## config.mk

```make
export PLATFORM = sky130hd
export DESIGN_NAME = idct_row_lane
export DESIGN_NICKNAME = d
export VERILOG_FILES = /design/src/rtl/idct_pkg.sv /design/src/rtl/idct_row_lane.sv
export SDC_FILE = /design/constraint.sdc
export NUM_CORES = 2
export LEC_CHECK = 0
export ABC_AREA = 1
export BUFFER_PORTS_ARGS = -buffer_cell sky130_fd_sc_hd__clkbuf_2
export CORE_AREA = 3 3 275 277
export CTS_CLUSTER_SIZE = 8
export DETAILED_ROUTE_END_ITERATION = 10
export DIE_AREA = 0 0 278 280
export PLACE_DENSITY = 0.75
export SETUP_SLACK_MARGIN = 0.05
export SYNTH_ARGS = -nofsm -noshare
export SYNTH_HDL_FRONTEND = slang
export SYNTH_SLANG_ARGS = --single-unit
export TNS_END_PERCENT = 1
```

## constraint.sdc

```tcl
create_clock -name clk -period 7.3 [get_ports clk]
set_input_delay 1.095 -clock clk [delete_from_list [all_inputs] [get_ports clk]]
set_output_delay 1.095 -clock clk [all_outputs]
set_load 0.02 [all_outputs]
```

## src/rtl/idct_pkg.sv

```systemverilog
`timescale 1ns / 1ps

package idct_pkg;

  localparam int N = 8;

  typedef logic [N-1:0][15:0] row_t;

  typedef enum logic [1:0] {
    S_ROWS,
    S_COL,
    S_WAIT
  } state_t;

  // Control for the column lanes, one stage apart.
  typedef struct packed {
    logic mul_en;
    logic acc_en;
    logic first;
  } col_ctl_t;

  typedef struct packed {
    logic       valid;
    logic [2:0] k;
    logic [2:0] i;
  } col_pipe_t;

  // 64-scaled DCT basis, indexed [k][n].
  localparam logic signed [7:0] BASIS [N][N] = '{
    '{8'sd64,  8'sd64,  8'sd64,  8'sd64,  8'sd64,  8'sd64,  8'sd64,  8'sd64},
    '{8'sd89,  8'sd75,  8'sd50,  8'sd18, -8'sd18, -8'sd50, -8'sd75, -8'sd89},
    '{8'sd83,  8'sd36, -8'sd36, -8'sd83, -8'sd83, -8'sd36,  8'sd36,  8'sd83},
    '{8'sd75, -8'sd18, -8'sd89, -8'sd50,  8'sd50,  8'sd89,  8'sd18, -8'sd75},
    '{8'sd64, -8'sd64, -8'sd64,  8'sd64,  8'sd64, -8'sd64, -8'sd64,  8'sd64},
    '{8'sd50, -8'sd89,  8'sd18,  8'sd75, -8'sd75, -8'sd18,  8'sd89, -8'sd50},
    '{8'sd36, -8'sd83,  8'sd83, -8'sd36, -8'sd36,  8'sd83, -8'sd83,  8'sd36},
    '{8'sd18, -8'sd50,  8'sd75, -8'sd89,  8'sd89, -8'sd75,  8'sd50, -8'sd18}
  };

endpackage

```

## src/rtl/idct_row_lane.sv

```systemverilog
`timescale 1ns / 1ps

module idct_row_lane import idct_pkg::*; (
  input  logic        clk,
  input  logic        en,
  input  logic [2:0]  col,
  input  row_t        coef,
  output logic [15:0] result
);

  logic signed [23:0] prod [N];
  logic signed [26:0] sum;

  always_ff @(posedge clk) begin
    if (en) begin
      for (int k = 0; k < N; k++) begin
        prod[k] <= $signed(coef[k]) * BASIS[k][col];
      end
    end
  end

  always_comb begin
    sum = '0;
    for (int k = 0; k < N; k++) begin
      sum = sum + 27'(prod[k]);
    end
  end

  // floor shift by 6, keep 16 bits
  assign result = sum[21:6];

endmodule

```

==> flow_metrics.tcl <==
set metrics [dict create \
    status "completed" \
    worst_ep_required_time_ns 7.56 \
    path_delay_family "adder cells" \
    grt_pass1_wl_mm 153 \
    cp.arrival_ns 6.68 \
    coreArea_mm2 0.0731 \
    cts_resized 0 \
    cts_hold_buffers 0 \
    gp_congestion 0.957 \
    min_delay_path_depth 1 \
    finalNetCount 5722 \
    synth-seq-area-share 0.135 \
    drive_gt1_frac 0.0498 \
    min_to "prod[0][6]" \
    synthDistinctLibCells 38 \
    start_util 0.500 \
    post-route-period-util 0.880 \
    end_kind "register" \
    critPathMaxFanout 12 \
    maxCapViolCount 0 \
    dieArea_mm2 0.0778 \
    crit_start "col[0]" \
    dpl.hpwl_mm 81.4 \
    antenna_found_initial 3 \
    max_slew_margin 0.151 \
    wire_per_inst_um 16.9 \
    worst-setup-path-type "primary input to register" \
    ys_warn_count 0 \
    grt_pass1_vias 29377 \
    grt_usage 0.250 \
    firstDrtPassIters 6 \
    rows 99 \
    cp_common_cell "fa_1" \
    ant_nets 0 \
    cts_tree "built" \
    hp-class "primary input to register" \
    hp-start "coef[0]" \
    cp.buffers_inverters 4 \
    post-cts-setup-buffers 0 \
    wl_mm 93.5 \
    setup_viol 0 \
    syn_inst 4408 \
    fin_setup_tns_ns 0 \
    die_x_um 278 \
    grt_max_degree 95 \
    io_pins 149 \
    areaGrowthSynthToFinish_pct 7.14 \
    largest_reg_flops 164 \
    avgSynthCellArea_um2 8.29 \
    critPathLaunchType "primary input" \
    timing.fmax_mhz 156 \
    drt_iter0_markers 2260 \
    mostFrequentLayoutCell "inv_1" \
    die_y_um 280 \
    final_cell_mix "inv_1 (1296), nand2_1 (711), fa_1 (680)" \
    ys_ff_latch 164 \
    crit_chain "clkbuf_2 > clkinv_1 > ha_1 > o21ai_1 > nor2_1 > fa_1 > fa_1 > fa_1 > inv_1 > fa_1 > inv_1 > ha_1 > a21oi_1 > o21ai_0 > a21oi_1 > nand2_1 > xor2_1" \
    grt_overflow 0 \
    clkTransAtPathRegs_ns 0.08 \
    fin_crit_ns 6.42 \
    clockBufferDepth 2 \
    synth_area_mm2 0.0365 \
    tightest_slew_ns 1.26 \
    rsz0062_at_grt "no" \
    top_regs "prod (164)" \
    cts_inserted_buffers 17 \
    drc 0 \
    regMostFlops "prod" \
    critical_path.max_stage_delay_ns 0.97 \
    via_per_inst 5.10 \
    finalHoldViolations 0 \
    root_buffer "clkbuf_16" \
    cts_sinks 164 \
    synth_nets 5586 \
    worst_path_max_delay_cell "o21ai_1" \
    final_core_util 0.536 \
    drv_slew 0 \
    io_buffers 148 \
    vias 28135 \
    cts_max_level 4 \
]
Yosys cell counts:
| cell | count | area, µm² |
|---|---|---|
| clkinv_1 | 2 | 7.51 |
| or2_2 | 4 | 25.0 |
| o21a_1 | 2 | 15.0 |
| ha_1 | 365 | 4570 |
| o21bai_1 | 8 | 60.1 |
| o31ai_1 | 4 | 30.0 |
| nand3b_1 | 11 | 82.6 |
| clkbuf_1 | 49 | 184 |
| buf_4 | 2 | 15.0 |
| a21oi_1 | 144 | 721 |
| o21ai_1 | 6 | 30.0 |
| nand2_2 | 2 | 12.5 |
| nand2_1 | 711 | 2670 |
| nand2b_1 | 1 | 6.26 |
| o21ai_0 | 84 | 420 |
| buf_1 | 2 | 7.51 |
| fa_1 | 680 | 13600 |
| nor2_1 | 546 | 2050 |
| edfxtp_1 | 164 | 4920 |
| o21ai_2 | 1 | 8.76 |
| nor4_1 | 1 | 6.26 |
| xor2_1 | 101 | 885 |
| o211ai_1 | 5 | 37.5 |
| xnor2_1 | 38 | 333 |
| and2_1 | 3 | 18.8 |
| a21o_1 | 8 | 60.1 |
| inv_1 | 1296 | 4860 |
| a31oi_1 | 5 | 31.3 |
| a31o_2 | 2 | 17.5 |
| o22ai_1 | 1 | 6.26 |
| inv_2 | 2 | 7.51 |
| nor3b_1 | 1 | 7.51 |
| nor2_2 | 3 | 18.8 |
| buf_2 | 9 | 45.0 |
| nand3_1 | 115 | 576 |
| a21boi_0 | 3 | 22.5 |
| nor3_1 | 8 | 40.0 |
| nand4_1 | 19 | 119 |
cell type report:
class | instances | area (µm²)
antenna | 2 | 5.00
multi-input combinational | 2882 | 26500
sequential | 164 | 4920
inverter | 1300 | 4880
clock buffer | 17 | 425
timing repair buffer | 179 | 1020
tap | 959 | 1200
fill | 6722 | 33900
clock inverter | 15 | 188
how the worst max path moves through the flow:
stage          slack, ns  cells after the start     endpoint
2_1_floorplan       1.11                     27  prod[3][45]
3_3_place_gp        0.54                     23  prod[3][45]
3_5_place_dp        0.48                     25  prod[1][44]
4_1_cts             0.97                     24  prod[1][21]
5_1_grt             0.55                     24  prod[1][21]
6_report            0.88                     17  prod[3][40]
layer usage:
| metal | vias up | part of all wire | GRT usage |
|---|---|---|---|
| met3 | 147 | 0.075 | 0.0342 |
| met4 | 0 | 0.026 | 0.0670 |
| met2 | 1099 | 0.48 | 0.429 |
| li1 | 13222 | - | - |
| met1 | 13667 | 0.42 | 0.336 |
| met5 | - | 0 | 0 |
per-stage QoR:
stage | cell area [µm²] | setup slack (ns) | hold slack (ns) | instances
floorplan | 36500 | 1.11 | 1.19 | 4408
global placement | 38500 | 0.538 | 1.27 | 5484
detailed placement | 38500 | 0.484 | 1.27 | 5484
CTS | 39100 | 0.969 | 0.793 | 5516
global route | 39100 | 0.548 | 0.803 | 5516
finish | 39200 | 0.878 | 0.811 | 5518
cells by family (layout without fill, tap and decap cells):
logic type,after synthesis,after routing,synth area share
AOI/OAI and AO/OA,273,273,0.0400
xor gates and xnor gates,139,139,0.0333
adders and majority gates,1045,1045,0.497
buffers and inverters,1362,1511,0.140
DFF,164,164,0.135
other,0,2,0
and+or+nand+nor,1425,1425,0.154
Power is not shown: default switching activity piles up to over one toggle a cycle in this logic, so the estimate is an artifact.
