**src/rtl/idct_pkg.sv**
```systemverilog
`timescale 1ns / 1ps

package idct_pkg;

  localparam int N = 8;

  typedef logic [N-1:0][15:0] row_t;

  typedef enum logic [1:0] {
    S_ROWS,
    S_COL,
    S_WAIT
  } state_t;

  // Control for the column lanes, one stage apart.
  typedef struct packed {
    logic mul_en;
    logic acc_en;
    logic first;
  } col_ctl_t;

  typedef struct packed {
    logic       valid;
    logic [2:0] k;
    logic [2:0] i;
  } col_pipe_t;

  // 64-scaled DCT basis, indexed [k][n].
  localparam logic signed [7:0] BASIS [N][N] = '{
    '{8'sd64,  8'sd64,  8'sd64,  8'sd64,  8'sd64,  8'sd64,  8'sd64,  8'sd64},
    '{8'sd89,  8'sd75,  8'sd50,  8'sd18, -8'sd18, -8'sd50, -8'sd75, -8'sd89},
    '{8'sd83,  8'sd36, -8'sd36, -8'sd83, -8'sd83, -8'sd36,  8'sd36,  8'sd83},
    '{8'sd75, -8'sd18, -8'sd89, -8'sd50,  8'sd50,  8'sd89,  8'sd18, -8'sd75},
    '{8'sd64, -8'sd64, -8'sd64,  8'sd64,  8'sd64, -8'sd64, -8'sd64,  8'sd64},
    '{8'sd50, -8'sd89,  8'sd18,  8'sd75, -8'sd75, -8'sd18,  8'sd89, -8'sd50},
    '{8'sd36, -8'sd83,  8'sd83, -8'sd36, -8'sd36,  8'sd83, -8'sd83,  8'sd36},
    '{8'sd18, -8'sd50,  8'sd75, -8'sd89,  8'sd89, -8'sd75,  8'sd50, -8'sd18}
  };

endpackage

```
**src/rtl/idct_col_lane.sv**
```systemverilog
`timescale 1ns / 1ps

module idct_col_lane import idct_pkg::*; (
  input  logic              clk,
  input  col_ctl_t          ctl,
  input  logic signed [7:0] coef,
  input  logic [15:0]       data,
  output logic [7:0]        pix
);

  logic signed [23:0] prod;
  logic signed [25:0] acc;

  always_ff @(posedge clk) begin
    if (ctl.mul_en) begin
      prod <= coef * $signed(data);
    end
    if (ctl.acc_en) begin
      acc <= ctl.first ? 26'(prod) : acc + 26'(prod);
    end
  end

  // floor shift by 12, clamp to 0..255
  always_comb begin
    if (acc[25]) begin
      pix = 8'd0;
    end else if (|acc[24:20]) begin
      pix = 8'd255;
    end else begin
      pix = acc[19:12];
    end
  end

endmodule

```
**config.mk**
```make
export PLATFORM = sky130hd
export DESIGN_NAME = idct_col_lane
export DESIGN_NICKNAME = d
export VERILOG_FILES = /design/src/rtl/idct_pkg.sv /design/src/rtl/idct_col_lane.sv
export SDC_FILE = /design/constraint.sdc
export NUM_CORES = 1
export LEC_CHECK = 0
export ABC_AREA = 1
export BUFFER_PORTS_ARGS = -buffer_cell sky130_fd_sc_hd__buf_2
export CORE_UTILIZATION = 59
export CTS_BUF_LIST = sky130_fd_sc_hd__clkbuf_4 sky130_fd_sc_hd__clkbuf_8
export DETAILED_ROUTE_END_ITERATION = 7
export PLACE_DENSITY_LB_ADDON = 0.2
export SKIP_LAST_GASP = 1
export SYNTH_ARGS = -nofsm -noshare
export SYNTH_HDL_FRONTEND = slang
export SYNTH_SLANG_ARGS = --single-unit
```
**constraint.sdc**
```tcl
create_clock -name clk -period 4.49 [get_ports clk]
set_input_delay 0.6735 -clock clk [delete_from_list [all_inputs] [get_ports clk]]
set_output_delay 0.6735 -clock clk [all_outputs]
set_load 0.1 [all_outputs]
```
==> impl_results.md <==
* Outcome: completed
* Mapped Area at 8655 µm²
* DIE HEIGHT at 123.1 µm
* Syn_nets at 1390
* Crit path DAT at 4.47 ns
* FP Rows at 43
* Area growth, synth to finish at 11.74%
* Setup crit start: coef[7]
* Post-DP HPWL at 16320 µm
* Via density per instance at 5.018
* Initial antenna violation count at 0
* Num Clock Sinks at 50
* Avg Inst Size Synth at 7.285 µm²
* Crit-path max FO at 7
* Cell Area, Placed at 9477 µm²
* Internal Power at 3443 µW
* RSZ-0062 raised after global routing: true
* # IOs at 36
* Cell taking the most area after synthesis: fa_1
* Combinational share of power at 0.816
* R2R Path Start: prod[0]
* Simple-gate portion of the synthesized area at 0.2426
* Top cell by count, worst path: fa_1
* CTS max path bufs at 2
* WP buf/inv at 8
* Post-route ant nets at 0
* Psw at 3821 µW
* Rel. slew slack at 0.5616
* CTS tree: done
* GRT Resource Usage Total at 0.2726
* Crit path kind: in2reg
* Instance count of the mapped netlist at 1188
* Post-synthesis compound-gate area fraction at 0.06245
* Dominant synthesized flop cell: edfxtp_1
* Final instance area at 9671 µm²
* CP max stage delay at 0.55 ns
* R2r worst-path depth at 13
* # placed instances at 1438
* Layout cell share with drive strength beyond 1 at 0.1466
* Final Instance Count excl. Fillers at 1449
* GRT overflow at 0
* Area share of fa/ha/maj cells after synthesis at 0.3418
* Worst hold path startpoint: prod[0]
* Via count at 7271
* Startpoint types: primary input
* Max cap viols at 0
* Area contributors post-synth: fa_1, edfxtp_1, nand2_1
* Fraction of registers with async set/reset at 0
* Worst-skew pair later-pin latency at 0.32 ns
* DRT iter0 DRCs at 295
* Library cells used by synthesis at 43
* Clock Skews at 0.01149 ns
* Fmax at 0.2273 GHz
* Sw Ratio at 0.5260
* DRC at 0
* WHS Path Cells at 2
* CP max-delay cell: fa_1
* Yosys reg bits at 50
* Sequence of cells on the critical path: buf_6, clkinvlp_4, buf_6, buf_6, fa_1, fa_1, inv_1, fa_1, inv_2, fa_1, inv_2, ha_4, a21oi_2, nand2_1, a21boi_2, buf_4, o21ai_1, xor2_1
* Seq/Total Area, Yosys at 0.1735
* Routed length per instance at 13.14 µm
* Most frequent cell after synthesis: nand2_1
* Die footprint at 15160 µm²
* Die extent in x at 123.1 µm
* Final Critical Period at 4.400 ns
* Largest net degree at the start of global routing at 35
* # diodes at 0
* First-pass GRT wire length at 32460 µm
* Pins Over Slew Limit at 0
* Sequential share of power at 0.145
* Number of global-route vias before repair at 7333
* Commonest cells in the netlist: nand2_1, inv_1, fa_1
* Final WL at 19040 µm
* H-tree levels at 2
* Worst-margin pin slew at 0.6575 ns
* Worst hold path type: reg2reg
* Post-synth top area share at 0.2406
* CTS root buf: clkbuf_8
* Final net count at 1470
* CP Capture Type: register
* WP data required at 4.56 ns
* Max VDD drop at 0.0003015 V
* Total Power Consumption at 7264 µW
* Levels on crit path at 18
* Fin. Hold Viols at 0
* Routability congestion estimate from global placement at 0.9294
* CTS clk-pin slew, worst paths at 0.11 ns
* Period utilisation layout at 0.9799
* CP top delay family: adder cells
* Multiplexer area fraction after synthesis at 0
* Starting Density at 0.6140
* Final setup viols at 0
* Core area at 14100 µm²
* DRT Pass-1 Iters at 5
* I/O Buffers at 35
* Post-synth EDFFs at 50
* Ys Warns at 0
* Largest family of logic cells by synthesized area: adder cells
* CTS Buf Count at 5
* LEAKAGE at 0.005624 µW
* Setup ws final at 0.09026 ns
* Clock network power share at 0.039
* PwrDens at 751.2 nW/µm²
* Pre-CTS setup slack at -0.3223 ns
* Post-Synth XOR/XNOR Area at 0.02732
## power groups by stage
stage / sequential, µW / combinational, µW / clock [µW]
after global routing: 1080 / 6720 / 310
final: 1050 / 5920 / 286
after CTS: 1050 / 5790 / 291
after floorplan: 989 / 4160 / 0
after detailed placement: 1060 / 5770 / 0
after global placement: 1060 / 5640 / 0
## path summary, 6_finish.rpt
path / to / slack (ns)
setup / recovery: prod[18] / 0.09
hold / removal: acc[0] / 0.57
setup reg to reg: acc[14] / 2.23
hold reg to reg: acc[0] / 0.57
## registers in the layout (all words and copies together) (netlist names)
register / count
acc: 26
prod: 24
## stage by stage
step	hold WS [ns]	setup TNS (ns)	utilization
floorplan	0.5267	-0.02233	-
global placement	0.5446	-1.878	0.6723
detailed placement	0.5548	-2.945	0.6723
CTS	0.5717	0	0.6788
global route	0.6123	-0.1610	0.6860
finish	0.5715	0	0.6860
## logic make-up (layout without fill, tap and decap cells)
group,count (synthesis),after routing
adder cells (fa/ha/maj),174,174
AO/OA/AOI/OAI,92,92
flip-flops,50,50
buffers and inverters,350,431
AND/OR/NAND/NOR,495,495
XOR/XNOR,27,27
## layout by cell type, fill, tap and decap left out, types with 8 or more instances in the layout
master | netlist | layout
inv_2 | 10 | 13
nand4_1 | 17 | 17
inv_1 | 302 | 298
a21oi_1 | 47 | 46
o21ai_0 | 17 | 16
buf_4 | 0 | 73
o21ai_1 | 7 | 8
nand3_1 | 45 | 45
xor2_1 | 15 | 15
nand2_1 | 339 | 337
ha_1 | 70 | 66
edfxtp_1 | 50 | 50
xnor2_1 | 12 | 12
nor2_2 | 11 | 12
fa_1 | 104 | 104
nor2_1 | 49 | 46
buf_2 | 2 | 32
nand2_2 | 13 | 14
## layout make-up
class	instances	area [µm²]
Inverter	313	1179
Clock buffer	5	68.82
Tap cell	180	225.2
Clock inverter	3	22.52
Sequential cell	50	1501
Timing Repair Buffer	110	757.0
Fill cell	1251	4425
Multi-Input combinational cell	788	5917
## routing by layer
metal / vias up / share of wire / track usage
li1: 3699 / - / -
met1: 3394 / 0.43 / 0.3318
met2: 142 / 0.51 / 0.5098
met3: 36 / 0.031 / 0.02122
met4: 0 / 0.025 / 0.08584
met5: - / 0 / 0
## timing repair
| action | CTS | global route |
|---|---|---|
| setup buffers | 0 | 3 |
| gates resized for setup | 0 | 25 |
| setup endpoints to repair | 0 | 12 |
| hold buffers | 0 | 0 |
## worst min-delay path, cell delays in order, from the launching register on
cell and delay [ns]:
edfxtp_1 0.37, nand2_1 0.06, nand2_1 0.06
No activity file was read; power rests on OpenSTA's default activity.
