[src/rtl/idct_pkg.sv]
`timescale 1ns / 1ps

package idct_pkg;

  localparam int N = 8;

  typedef logic [N-1:0][15:0] row_t;

  typedef enum logic [1:0] {
    S_ROWS,
    S_COL,
    S_WAIT
  } state_t;

  // Control for the column lanes, one stage apart.
  typedef struct packed {
    logic mul_en;
    logic acc_en;
    logic first;
  } col_ctl_t;

  typedef struct packed {
    logic       valid;
    logic [2:0] k;
    logic [2:0] i;
  } col_pipe_t;

  // 64-scaled DCT basis, indexed [k][n].
  localparam logic signed [7:0] BASIS [N][N] = '{
    '{8'sd64,  8'sd64,  8'sd64,  8'sd64,  8'sd64,  8'sd64,  8'sd64,  8'sd64},
    '{8'sd89,  8'sd75,  8'sd50,  8'sd18, -8'sd18, -8'sd50, -8'sd75, -8'sd89},
    '{8'sd83,  8'sd36, -8'sd36, -8'sd83, -8'sd83, -8'sd36,  8'sd36,  8'sd83},
    '{8'sd75, -8'sd18, -8'sd89, -8'sd50,  8'sd50,  8'sd89,  8'sd18, -8'sd75},
    '{8'sd64, -8'sd64, -8'sd64,  8'sd64,  8'sd64, -8'sd64, -8'sd64,  8'sd64},
    '{8'sd50, -8'sd89,  8'sd18,  8'sd75, -8'sd75, -8'sd18,  8'sd89, -8'sd50},
    '{8'sd36, -8'sd83,  8'sd83, -8'sd36, -8'sd36,  8'sd83, -8'sd83,  8'sd36},
    '{8'sd18, -8'sd50,  8'sd75, -8'sd89,  8'sd89, -8'sd75,  8'sd50, -8'sd18}
  };

endpackage

[src/rtl/idct_store.sv]
`timescale 1ns / 1ps

module idct_store import idct_pkg::*; (
  input  logic       clk,
  input  logic       wr_en,
  input  logic [2:0] wr_addr,
  input  row_t       wr_data,
  input  logic       rd_en,
  input  logic [2:0] rd_addr,
  output row_t       rd_data
);

  row_t mem [N];

  always_ff @(posedge clk) begin
    if (wr_en) begin
      mem[wr_addr] <= wr_data;
    end
  end

  always_ff @(posedge clk) begin
    if (rd_en) begin
      rd_data <= mem[rd_addr];
    end
  end

endmodule

[config.mk]
export PLATFORM = sky130hd
export DESIGN_NAME = idct_store
export DESIGN_NICKNAME = d
export VERILOG_FILES = /design/src/rtl/idct_pkg.sv /design/src/rtl/idct_store.sv
export SDC_FILE = /design/constraint.sdc
export NUM_CORES = 1
export LEC_CHECK = 0
export ABC_AREA = 1
export BUFFER_PORTS_ARGS = -buffer_cell sky130_fd_sc_hd__buf_2
export CAP_MARGIN = 20
export CORE_MARGIN = 1.5
export CORE_UTILIZATION = 42
export CTS_BUF_LIST = sky130_fd_sc_hd__clkbuf_8
export DETAILED_ROUTE_END_ITERATION = 10
export PLACE_DENSITY = 0.61
export RECOVER_POWER = 50
export SYNTH_ARGS = -nofsm -noshare
export SYNTH_HDL_FRONTEND = slang
export SYNTH_SLANG_ARGS = --single-unit
[constraint.sdc]
create_clock -name clk -period 10.7 [get_ports clk]
set_input_delay 1.07 -clock clk [delete_from_list [all_inputs] [get_ports clk]]
set_output_delay 1.07 -clock clk [all_outputs]
set_load 0.1 [all_outputs]
==> impl_metrics.yaml, run 1 <==
status:
  status: "finished, violations left"
  violations: "capacitance limit, slew limit"
sta:
  min_period_ps: 5080
  holdWs_ps: 545
  setup_slack_ps: 5620
  grt_setup_unrepaired: "false"
  report.final.slew_viol_count: 248
  setup_violations: 0
  worst_pin_slew_ps: 3450
  timing.final.crit_share_pct: 47.5
  fmax_mhz: 197
  maxSlewHeadroom_pct: -130
  hold_viol: 0
  finalClockSkew_ps: 38.7
  fin_tns_setup_ps: 0
logic_synthesis:
  synth_edf_count: 1152
  synth_cell_types: 11
  synth_warnings: 0
  synth_common_cells: "nand2_1, edfxtp_1, inv_1, nand3_1, buf_2"
  synthArstFlopShare_pct: 0
  synth.yosys.seq_area_share_pct: 71.5
  avgSynthCellArea_um2: 10.6
  synth_area_leader_cell: "edfxtp_1"
  synth_area_leaders: "edfxtp_1, nand2_1, inv_1"
  syn-cell-area_um2: 48400
  yosysMostFrequentCell: "nand2_1"
  synthCells: 4570
  synth_top_area_share_pct: 71.5
  ys_ff_latch: 1152
  synth_nets: 4707
  synth_ff_type: "edfxtp_1"
floorplan:
  die_h_um: 342
  io_pins: 265
  core_um2: 114000
  rows: 124
  start_util_pct: 42.3
  die_w_um: 342
  dieArea_um2: 117000
run:
  cap_violations: 8
layout:
  fin_util_pct: 47.4
  n_fill_cell: 10600
  layout-drive-gt1-share_pct: 7.82
  num-nets-final: 5006
  layout.cells.non_filler: 6537
  area_growth_pct: 12.0
  design_area_um2: 54200
global_routing:
  grt_usage_pct: 19.3
  grt_pass1_wl_um: 172000
  grt_max_degree: 231
  antenna_found_initial: 19
  grt-ovfl-total: 0
  grt_pass1_vias: 29600
hold_path:
  whs_endpoint: "mem[0][32]"
  min_path_cells: 1
  hold_path_class: "in -> reg"
  holdCritStartpoint: "wr_data[32]"
pwr:
  power-per-cell-area_nw_per_um2: 176
  combinationalPowerShare_pct: 9.0
  p_int_mw: 7.05
  switchingPower_mw: 2.49
  switching_share_pct: 26.1
  p_seq_share_pct: 54.6
  power_mw: 9.54
  clockPowerShare_pct: 36.4
  leakage_nw: 24.4
  ir_drop_mv: 0.116
place:
  dpl_cell_area_um2: 51000
  place_ws_ps: 6320
  routabilityCongestion: 0.719
  dpl.cell_count: 6188
  port_buffers: 264
  hpwl_um: 56000
clocking:
  clock-sinks: 1152
  cts_resized: 0
  postCtsSetupRepairBufs: 0
  insertion_delay_ps: 870
  hold_buffers: 0
  cts_buffers: 191
  cts_tree: "done"
  clockBufferDepth: 3
  htree_levels: 4
  cts-root-buf: "clkbuf_8"
  clk_pin_slew_ps: 60
worst_setup_path:
  start_kind: "primary input"
  endpoint_kind: "register"
  crit_arrival_ps: 5540
  crit_path_max_fanout: 49
  r2r-start: "mem[7][58]"
  reg2reg_to: "rd_data[58]"
  reg2reg_setup_slack_ps: 9610
  path_class: "in -> reg"
  reg2reg_depth: 6
  cp.required_ps: 11160
routing:
  drc: 0
  antenna_left: 0
  first_iter_violations: 1978
  vias: 30300
  vias_per_cell: 4.64
  drt_first_pass_iters: 6
  finalWirelength_um: 113000
  avgRoutedWirePerCell_um: 17.2
-- per-layer routing --
metal	global-route usage, %	wire length (um)	vias to the layer above
met1	23.8	47500	14400
met3	4.19	6370	238
met4	7.21	3080	24
met2	33.2	55500	695
met5	0	166	-
li1	-	-	14900
-- worst max path at each step --
stage,from,endpoint,cells after the start
floorplan,wr_addr[2],mem[0][0],3
global placement,wr_addr[0],mem[4][113],7
detailed placement,wr_addr[0],mem[4][107],7
CTS,wr_addr[0],mem[4][106],7
global route,rd_en,rd_data[40],2
finish,wr_en,mem[3][120],6
-- cells in the final DEF (no fill, tap or decap) --
cell type   count
inv_1        1096
buf_4          34
clkbuf_1      136
inv_6           1
nand2_1      1670
edfxtp_1     1152
bufinv_16       2
nand3_1       512
diode_2        11
clkbuf_8      193
clkinv_1       53
buf_12          2
buf_8           2
clkinv_8        4
clkinv_2        6
inv_16          1
buf_2         129
clkinvlp_4      8
nor2_4          5
inv_8           2
inv_12          2
buf_6           1
nor2_1          3
-- final cells by class --
type                    count  area, um^2  area share, %
diodes                     11        27.5         0.0508
repair buffers            304        1490           2.76
inverters                1030        3890           7.19
flip-flops and latches   1152       34600           63.9
well taps                1512        1890           3.49
multi-input cells        2190        8900           16.4
clock inverters           145         717           1.32
clock buffers             193        2660           4.90
-- kinds of logic (layout without fill, tap and decap cells) --
| family | count (synthesis) | count (layout) | share of synthesized area, % |
|---|---|---|---|
| simple gates | 2190 | 2190 | 18.3 |
| buf+inv | 1228 | 1672 | 10.1 |
| flops | 1152 | 1152 | 71.5 |
| other cells | 0 | 11 | 0 |
-- sequential cells by signal (all words and copies together) (netlist names) --
signal and cells:
rd_data 128, mem 1024
-- power by group through the flow --
stage / combinational, mW / clock (mW) / sequential [mW]
after CTS: 0.883 / 3.57 / 5.21
after detailed placement: 0.880 / 0 / 5.30
after floorplan: 0.350 / 0 / 5.58
final: 0.863 / 3.47 / 5.21
after global routing: 0.946 / 3.77 / 5.22
after global placement: 0.870 / 0 / 5.30
-- critical path, cell delays in order --
cell and delay (ps):
clkbuf_1 100, nand2_1 200, nor2_4 150, clkbuf_1 2080, buf_4 920, buf_4 830
Power figures use the tool's default switching activity.
==> run 2, diff against run 1 <==
--- a/config.mk
+++ b/config.mk
@@ -5,14 +5,14 @@
 export SDC_FILE = /design/constraint.sdc
 export NUM_CORES = 1
 export LEC_CHECK = 0
-export ABC_AREA = 1
+export ABC_AREA = 0
 export BUFFER_PORTS_ARGS = -buffer_cell sky130_fd_sc_hd__buf_2
 export CAP_MARGIN = 20
 export CORE_MARGIN = 1.5
 export CORE_UTILIZATION = 42
 export CTS_BUF_LIST = sky130_fd_sc_hd__clkbuf_8
 export DETAILED_ROUTE_END_ITERATION = 10
-export PLACE_DENSITY = 0.61
+export PLACE_DENSITY = 0.62
 export RECOVER_POWER = 50
 export SYNTH_ARGS = -nofsm -noshare
 export SYNTH_HDL_FRONTEND = slang
==> constraint.sdc (replaced) <==
create_clock -name clk -period 4.75 [get_ports clk]
set_input_delay 0.475 -clock clk [delete_from_list [all_inputs] [get_ports clk]]
set_output_delay 0.475 -clock clk [all_outputs]
set_load 0.1 [all_outputs]
==> run 2 against run 1 <==
The run still ends with capacitance limit, slew limit left. Utilization increased by 2.6 points. Routed wire length decreased by 22%. Worst hold slack lost 350 ps. Sequential cell count unchanged. Combinational power up 100%. Clock skew decreased by 12 ps. Final area is 7.1% lower. Largest power group unchanged.
==> impl_metrics.yaml, run 2 <==
worst_setup_path:
  reg2reg_depth: 2
  crit_arrival_ps: 3220
  start_kind: "primary input"
  endpoint_kind: "register"
  crit_path_max_fanout: 63
  endpoint: "mem[7][64]"
  path_class: "in -> reg"
  cp_cell_sequence: "clkbuf_1, nand2_1, nor2_1, buf_12"
  reg2reg_setup_slack_ps: 3340
  slowest_delay_ps: 1730
  cp.required_ps: 5200
  reg2reg_to: "rd_data[61]"
  crit_slowest_cell: "nor2_1"
  r2r-start: "mem[4][61]"
  cp-startpoint: "wr_addr[0]"
sta:
  finalClockSkew_ps: 26.9
  maxSlewHeadroom_pct: -56.4
  grt_setup_unrepaired: "false"
  hold_viol: 0
  worst_pin_slew_ps: 2340
  report.final.slew_viol_count: 30
  setup_slack_ps: 1990
  timing.final.crit_share_pct: 58.2
  fin_tns_setup_ps: 0
  fmax_mhz: 362
  setup_violations: 0
  min_period_ps: 2760
logic_synthesis:
  yosysMostFrequentCell: "edfxtp_1"
  synthArstFlopShare_pct: 0
  synth_edf_count: 1152
  synth_warnings: 0
  synth_common_cells: "edfxtp_1, mux4_2, mux2_2, mux4_1, buf_8"
  avgSynthCellArea_um2: 26.4
  synth_cell_types: 17
  syn-cell-area_um2: 42800
  synth_area_leaders: "edfxtp_1, mux4_2, mux4_1"
  synth_area_leader_cell: "edfxtp_1"
  synth_ff_type: "edfxtp_1"
  synth.yosys.seq_area_share_pct: 80.8
  synthCells: 1620
  ys_ff_latch: 1152
  synth_nets: 1757
  synth_top_area_share_pct: 80.8
clocking:
  cts-root-buf: "clkbuf_8"
  htree_levels: 4
  cts_buffers: 185
  insertion_delay_ps: 830
  clk_pin_slew_ps: 60
  clockBufferDepth: 3
  cts_tree: "done"
  cts_resized: 0
  clock-sinks: 1152
floorplan:
  io_pins: 265
  rows: 116
  start_util_pct: 42.6
  die_w_um: 322
  dieArea_um2: 104000
  die_h_um: 322
  core_um2: 101000
routing:
  vias_per_cell: 5.16
  antenna_left: 0
  drc: 0
  first_iter_violations: 1288
  avgRoutedWirePerCell_um: 24.1
  finalWirelength_um: 88200
  drt_first_pass_iters: 4
  vias: 18900
global_routing:
  grt_max_degree: 112
  grt_pass1_wl_um: 130000
  antenna_found_initial: 13
  grt-ovfl-total: 0
  grt_pass1_vias: 20600
  grt_usage_pct: 17.2
place:
  place_ws_ps: 1980
  hpwl_um: 44400
  port_buffers: 264
  routabilityCongestion: 0.684
  dpl.cell_count: 3206
layout:
  n_fill_cell: 8015
  largest_register_ffs: 1024
  top_register: "mem"
  area_growth_pct: 17.5
  top_regs: "mem: 1024 flops, rd_data: 128 flops"
  num-nets-final: 2301
  layout-drive-gt1-share_pct: 30.9
  mostFrequentLayoutCell: "edfxtp_1"
  final_cell_mix: "edfxtp_1, clkbuf_8, mux4_2, clkbuf_1, buf_2"
  layout.cells.non_filler: 3666
status:
  status: "finished, violations left"
  violations: "capacitance limit, slew limit"
pwr:
  leakage_nw: 16.4
  power-per-cell-area_nw_per_um2: 426
  ir_drop_mv: 0.300
  power_mw: 21.4
hold_path:
  hold_path_class: "in -> reg"
run:
  cap_violations: 3
-- run 2: routing by layer --
metal	global-route usage [%]	share of wire, %	up-vias	routed length (um)
li1	-	-	8201	-
met1	22.8	43	10100	38200
met2	27.5	48	497	42600
met3	4.95	6.5	129	5720
met4	5.44	1.7	14	1540
met5	0	0.10	-	92
-- run 2: cell type report --
type / instances / area, um^2 / area share, %
flip-flops and latches: 1152 / 34600 / 68.7
multi-input cells: 397 / 7570 / 15.0
repair buffers: 428 / 3010 / 5.98
clock buffers: 188 / 2590 / 5.14
well taps: 1357 / 1700 / 3.37
clock inverters: 138 / 865 / 1.72
diodes: 6 / 15.0 / 0.0298
-- run 2: metrics by stage --
step / utilization (%) / area (um^2) / hold WS, ps
CTS: 50.2 / 50500 / 94.1
global route: 50.0 / 50300 / 143
global placement: 45.5 / 45800 / 724
finish: 50.0 / 50300 / 196
floorplan: - / 42900 / 574
detailed placement: 45.5 / 45800 / 732
-- run 2: how the worst min path moves through the flow --
| stage | start | slack, ps | cells past startpoint | end |
|---|---|---|---|---|
| 2_1_floorplan | wr_data[0] | 570 | 0 | mem[0][0] |
| 3_3_place_gp | mem[7][40] | 720 | 2 | rd_data[40] |
| 3_5_place_dp | mem[2][109] | 730 | 2 | rd_data[109] |
| 4_1_cts | wr_addr[1] | 90 | 2 | mem[0][98] |
| 5_1_grt | wr_addr[1] | 140 | 2 | mem[0][98] |
| 6_report | wr_addr[1] | 200 | 2 | mem[0][2] |
-- run 2: logic make-up after synthesis --
family,after synthesis,share of synthesized area [%]
flip-flops,1152,80.8
AND/OR/NAND/NOR,13,0.137
multiplexers,384,17.5
buffers and inverters,71,1.65
-- run 2: power breakdown --
part / switching (mW) / internal (mW)
clock: 3.77 / 4.17
sequential: 0.0979 / 11.6
combinational: 1.22 / 0.545
total: 5.09 / 16.3
-- run 2: critical path: cells and delay by family --
kind | cells | cell delay (ps)
buffers and inverters | 2 | 790
AND/OR/NAND/NOR | 2 | 1870
-- run 2: repair_timing --
| item | CTS | global route |
|---|---|---|
| hold buffers | 128 | 0 |
| buffers inserted | 0 | 0 |
| endpoints found under the setup margin | 0 | 0 |
| hold endpoints to repair | 1024 | 0 |
